## src/sv/urbom_pkg.sv

```systemverilog
// Shared types and constants for the UART ring buffer pair with overflow notice.
// Holds the event codes, the notice ROM and the controller/datapath signal groups.
// No dependencies.
package urbom_pkg;

  // Default sizes, handed to the top level parameters.
  localparam int DEPTH_DEF      = 512;
  localparam int MARKER_LEN_DEF = 23;

  // Widths fixed by the port list.
  localparam int OP_W    = 3;
  localparam int BYTE_W  = 8;
  localparam int COUNT_W = 9;
  localparam int MARK_W  = 5;

  // Event codes on op.
  localparam logic [OP_W-1:0] OP_RX_BYTE  = 3'd0;
  localparam logic [OP_W-1:0] OP_TX_READY = 3'd1;
  localparam logic [OP_W-1:0] OP_HOST_WR  = 3'd2;
  localparam logic [OP_W-1:0] OP_HOST_RD  = 3'd3;
  localparam logic [OP_W-1:0] OP_CLEAR    = 3'd4;

  // Receive outcome codes.
  localparam logic [1:0] RX_STORED  = 2'd0;
  localparam logic [1:0] RX_NOTICE  = 2'd1;
  localparam logic [1:0] RX_DROPPED = 2'd2;

  // Overflow notice text, zero padded to 32 bytes.
  localparam logic [BYTE_W-1:0] NOTICE_ROM [32] = '{
    8'h3C, 8'h44, 8'h41, 8'h50, 8'h4C, 8'h69, 8'h6E, 8'h6B,
    8'h3A, 8'h53, 8'h57, 8'h4F, 8'h3A, 8'h4F, 8'h76, 8'h65,
    8'h72, 8'h66, 8'h6C, 8'h6F, 8'h77, 8'h3E, 8'h0A, 8'h00,
    8'h00, 8'h00, 8'h00, 8'h00, 8'h00, 8'h00, 8'h00, 8'h00
  };

  // Commands from the controller to the datapath.
  typedef struct packed {
    logic latch;       // take in a new request
    logic rx_push;     // store the received byte
    logic rx_drop;     // report the received byte as dropped
    logic mark_start;  // begin writing the notice
    logic mark_step;   // write one notice byte
    logic tx_pop;      // read and advance the transmit ring
    logic tx_irq_clr;  // clear the transmit interrupt enable
    logic tx_push;     // store the host byte
    logic tx_irq_set;  // set the transmit interrupt enable
    logic rx_pop;      // read and advance the receive ring
    logic ring_clear;  // empty both rings
    logic capture;     // take the byte from memory into the result
  } cmd_t;

  // Status from the datapath to the controller.
  typedef struct packed {
    logic [OP_W-1:0] op;
    logic            tx_empty;
    logic            tx_full;
    logic            rx_empty;
    logic            rx_room;   // more free slots than the notice length
    logic            rx_exact;  // free slots equal the notice length
    logic            mark_last; // last notice byte is being written
  } status_t;

endpackage

```

## src/sv/urbom_ctrl.sv

```systemverilog
// Controller of the UART ring buffer pair: sequences each request through decode,
// a memory read or notice writing where one is needed, and the result strobe. Uses urbom_pkg.
module urbom_ctrl
  import urbom_pkg::*;
(
  input  logic    clk,
  input  logic    rst,
  input  logic    start,
  output logic    busy,
  output logic    done,
  input  status_t st,
  output cmd_t    cmd
);

  typedef enum logic [4:0] {
    S_IDLE = 5'b00001,
    S_EXEC = 5'b00010,
    S_READ = 5'b00100,
    S_MARK = 5'b01000,
    S_DONE = 5'b10000
  } state_t;

  state_t state, state_next;

  // State register.
  always_ff @(posedge clk) begin
    if (rst) begin
      state <= S_IDLE;
    end else begin
      state <= state_next;
    end
  end

  // Next state and commands.
  always_comb begin
    state_next = state;
    cmd        = '0;
    unique case (state)
      S_IDLE: begin
        if (start) begin
          cmd.latch  = 1'b1;
          state_next = S_EXEC;
        end
      end
      S_EXEC: begin
        state_next = S_DONE;
        unique case (st.op)
          OP_RX_BYTE: begin
            if (st.rx_room) begin
              cmd.rx_push = 1'b1;
            end else if (st.rx_exact) begin
              cmd.mark_start = 1'b1;
              state_next     = S_MARK;
            end else begin
              cmd.rx_drop = 1'b1;
            end
          end
          OP_TX_READY: begin
            if (st.tx_empty) begin
              cmd.tx_irq_clr = 1'b1;
            end else begin
              cmd.tx_pop = 1'b1;
              state_next = S_READ;
            end
          end
          OP_HOST_WR: begin
            cmd.tx_push    = !st.tx_full;
            cmd.tx_irq_set = 1'b1;
          end
          OP_HOST_RD: begin
            if (!st.rx_empty) begin
              cmd.rx_pop = 1'b1;
              state_next = S_READ;
            end
          end
          OP_CLEAR: begin
            cmd.ring_clear = 1'b1;
          end
          default: begin
            state_next = S_DONE;
          end
        endcase
      end
      S_READ: begin
        cmd.capture = 1'b1;
        state_next  = S_DONE;
      end
      S_MARK: begin
        cmd.mark_step = 1'b1;
        if (st.mark_last) begin
          state_next = S_DONE;
        end
      end
      S_DONE: begin
        state_next = S_IDLE;
      end
      default: begin
        state_next = S_IDLE;
      end
    endcase
  end

  assign busy = (state != S_IDLE);
  assign done = (state == S_DONE);

endmodule

```

## config.mk

```make
export PLATFORM = sky130hd
export DESIGN_NAME = urbom_ctrl
export DESIGN_NICKNAME = d
export VERILOG_FILES = /design/src/sv/urbom_pkg.sv /design/src/sv/urbom_ctrl.sv
export SDC_FILE = /design/constraint.sdc
export NUM_CORES = 1
export LEC_CHECK = 0
export BUFFER_PORTS_ARGS = -buffer_cell sky130_fd_sc_hd__buf_2
export CORE_AREA = 2 2 39 41
export CTS_BUF_LIST = sky130_fd_sc_hd__clkbuf_8
export DETAILED_ROUTE_END_ITERATION = 16
export DIE_AREA = 0 0 41 43
export GPL_ROUTABILITY_DRIVEN = 0
export PLACE_DENSITY = 0.67
export SYNTH_ARGS = -nofsm -noshare
export SYNTH_HDL_FRONTEND = slang
export SYNTH_SLANG_ARGS = --single-unit
```

## constraint.sdc

```tcl
create_clock -name clk -period 3.9 [get_ports clk]
set_input_delay 0.39 -clock clk [delete_from_list [all_inputs] [get_ports clk]]
set_output_delay 0.39 -clock clk [all_outputs]
set_load 0.03 [all_outputs]
```

; Yosys cells after proc, flatten, opt, wreduce, memory -nomap -nowiden
; Index checks and enable logic that the tools add are counted.
[classes]
n_eq_ne = 12
mux = 26
reduce_logical = 3
[op_table]
columns = operator, count
row1 = $mux 5, 6
row2 = $pmux 5 s4, 1
row3 = $pmux 5 s3, 1
row4 = $mux 1, 12
row5 = $eq 3x2->1 const B, 2
row6 = $mux 2, 3
row7 = $mux 3, 2
row8 = $mux 6, 1
row9 = $eq 5x1->1 const B, 1
row10 = $eq 5x2->1 const B, 1
row11 = $eq 5x3->1 const B, 1
row12 = $eq 5x4->1 const B, 1
row13 = $eq 5x5->1 const B, 1
row14 = $ne 5x1->1 const B, 1
row15 = $ne 2x2->1 const B, 2
row16 = $eq 3x1->1 const B, 1
row17 = $eq 3x3->1 const B, 1
row18 = $logic_not 3->1, 1
row19 = $reduce_and 2->1, 1
row20 = $logic_not 1->1, 1
[word_totals]
ff_bits = 5
in_bits = 12
output_inout_bits = 14

; Depth between registers and ports, before layout
[logic_depth]
word_depth = 4
ltp_mapped = 4
ltp_nobuf = 3

; Worst setup path before layout
; OpenSTA, ideal clock, no wires.
[synth_path]
kind = reg-to-output
from = reg state[0]
to = out cmd[4] (netlist bit)
t_arrival_ns = 1.863
t_required_ns = 3.510
setup_slack_ns = 1.647
path_stages_with_launch = 5
path_buffers = 1
cell_sequence = dfxtp_1 clkbuf_8 nor3_1 nand3b_1 nor4b_1
[synth_rtl]
columns = item, line_no
row1 = from (decl), urbom_ctrl.sv:23  ; state_t state, state_next;
row2 = from (signal assigned), urbom_ctrl.sv:30  ; state <= state_next;
row3 = to (decl), urbom_ctrl.sv:12  ; output cmd_t cmd

==> metrics.cfg <==
[final_layout]
area.sequential_sq_um=100
top_regs=state: 5 flops
fin_cells=99
final_common_cell=buf_2
diodes=0
largest_register=state
multi_input_area_sq_um=339
largest_register_ffs=5
drive_gt1_frac=0.373
finalNetCount=96
area_growth_pct=32.9
final_core_util=0.460
nFillCells=136
final_cell_mix=25 x buf_2, 7 x nor3b_1, 6 x nor2_1, 5 x nor3_1, 5 x dfxtp_1

[placement]
post-place-cells=95
place.port_buffers=25
dpl.hpwl_um=879
dp_slack_ns=2.05

[synthesis]
syn_inst=57
syn_area_per_cell_sq_um=8.41
ys_seq_elements=5
syn_area_sq_um=479
yosysWarnings=0
synthesis.nets=69
synth-seq-area-share=0.209
synth.distinct_cells=32

[route]
viasPerCell=5.41
vias=536
drt_iter0_drc=19
drt-total-wl_um=1100
avgRoutedWirePerCell_um=11.1
drcViolationCount=0
ant_nets=0
first_pass_iters=4

[timing]
min_period_ns=2.06
worst_pin_slew_ns=0.437
fin_crit_sh=0.528
fmax_mhz=486
hold_viol_final=0
max-slew-margin-rel=0.708
fin_setup_tns_ns=0
finalMaxSlewViolations=0
setup_slack_ns=1.84
finClkSkew_ns=0.00113
setup_viol=0
rsz0062_at_grt=false

[critical_path]
worstPathArrival_ns=1.67
end_kind=output pin
critPathMaxFanout=12
path_class=reg -> out
cp_slowest_cell=dfxtp_1
cp-start-kind=register
worstPathCellList=nor3_1 > nand4b_1 > nor3b_1 > buf_2
required_ns=3.51
slowest_delay_ns=0.43

[clocking]
cts_num_sinks=5
hold_buffers=0
clkTransAtPathRegs_ns=0.03
post-cts-setup-buffer-count=0
clkLatencyLatePin_ns=0.22
cts_tree=yes
cts_buffer_depth=2
cts_max_level=1
numCtsBuffers=3
root_buffer=clkbuf_8
ctsResizeCount=0

[die]
io_pins=26
core-area_sq_um=1380
initial_core_util=0.346
die_w_um=41
die_h_um=43
num_rows=14
dieArea_sq_um=1760

[grt]
grt_pass1_vias=423
grt_start_max_net_pins=13
grt_usage=0.138
met3_usage=0.0314
grt_pass1_wl_um=1730
grt.busiest_layer=met1
grtUsageMet1=0.203
antenna_found_initial=0
globalRouteMet2Util=0.194
grt_overflow_total=0

[power_and_ir_drop]
pwr-share-seq=0.307
ir_worst_vdd_uv=260
switching_share=0.349
p_per_area_nw_per_um2=384
p_comb_frac=0.322
p_switching_w=0.0000853
clock_power_share=0.371
p_leak_nw=0.316
internal_power_w=0.000159
power_w=0.000244

[worst_hold_path]
hp-class=in -> reg

[job]
maxCapViolCount=0

[run_status]
outcome=finished, final reports clean

==> synthesized netlist by cell type (all sizes together) <==
library cell  n  area [sq um]
a221oi        2          17.5
nand4         1          6.26
nor2b         3          18.8
and4          2          17.5
o21ai         1          5.00
a211oi        1          7.51
buf           2          18.8
nor2          6          22.5
clkbuf        1          13.8
nand3b        1          7.51
and2b         1          8.76
nand3         2          10.0
dfxtp         5           100
and3          2          13.8
mux2i         1          10.0
nor3b         7          52.6
o211a         1          10.0
or3b          1          8.76
or4           1          7.51
o2bb2ai       1          8.76
nor4b         2          32.5
and4b         1          10.0
xnor2         1          8.76
nor3          5          25.0
xor2          1          8.76
and2          1          6.26
nor4          1          6.26
inv           2          7.51
nand4b        1          8.76
==> worst max-delay path, delay by kind of cell, from the launching register on <==
kind,cells,cell delay [ns]
flops,1,0.43
simple gates,3,0.80
buf+inv,1,0.22
==> power by group through the flow <==
stage	Clock [W]	Sequential, W	Combinational, W
final	0.0000907	0.0000751	0.0000786
after global routing	0.0000969	0.0000770	0.0000866
after CTS	0.0000929	0.0000749	0.0000789
after detailed placement	0	0.0000752	0.0000785
after global placement	0	0.0000753	0.0000776
after floorplan	0	0.0000653	0.0000724
==> final timing paths <==
check | from | depth (start not counted) | end | slack [ns]
hold / removal | rst | 2 | state[3] | 0.39
setup / recovery | state[3] | 4 | cmd[5] | 1.84
setup reg to reg | state[3] | 3 | state[0] | 2.44
hold reg to reg | state[4] | 1 | state[0] | 0.64
==> layout make-up <==
class | count | share of cell area
multi-input combinational | 47 | 0.532
timing repair buffer | 25 | 0.196
sequential | 5 | 0.157
clock buffer | 3 | 0.0648
tap | 16 | 0.0314
inverter | 2 | 0.0118
clock inverter | 1 | 0.00589
==> cells by family (layout without fill, tap and decap cells) <==
family | Yosys count | in the layout | synth area share
XOR/XNOR | 2 | 2 | 0.0366
buffers and inverters | 5 | 31 | 0.0836
AO/OA/AOI/OAI | 6 | 6 | 0.102
multiplexers | 1 | 1 | 0.0209
flip-flops | 5 | 5 | 0.209
AND/OR/NAND/NOR | 38 | 38 | 0.548
==> through the flow <==
step           hold WS [ns]  instance area (sq um)
2_1_floorplan         0.462                    479
3_3_place_gp          0.618                    592
3_5_place_dp          0.616                    592
4_1_cts               0.391                    637
5_1_grt               0.399                    637
6_report              0.393                    637
==> per-layer routing <==
layer / up-vias / wire length (um)
li1: 273 / -
met1: 240 / 502
met2: 23 / 515
met3: 0 / 85
met4: 0 / 0
met5: - / 0
No activity file was read; power rests on OpenSTA's default activity.
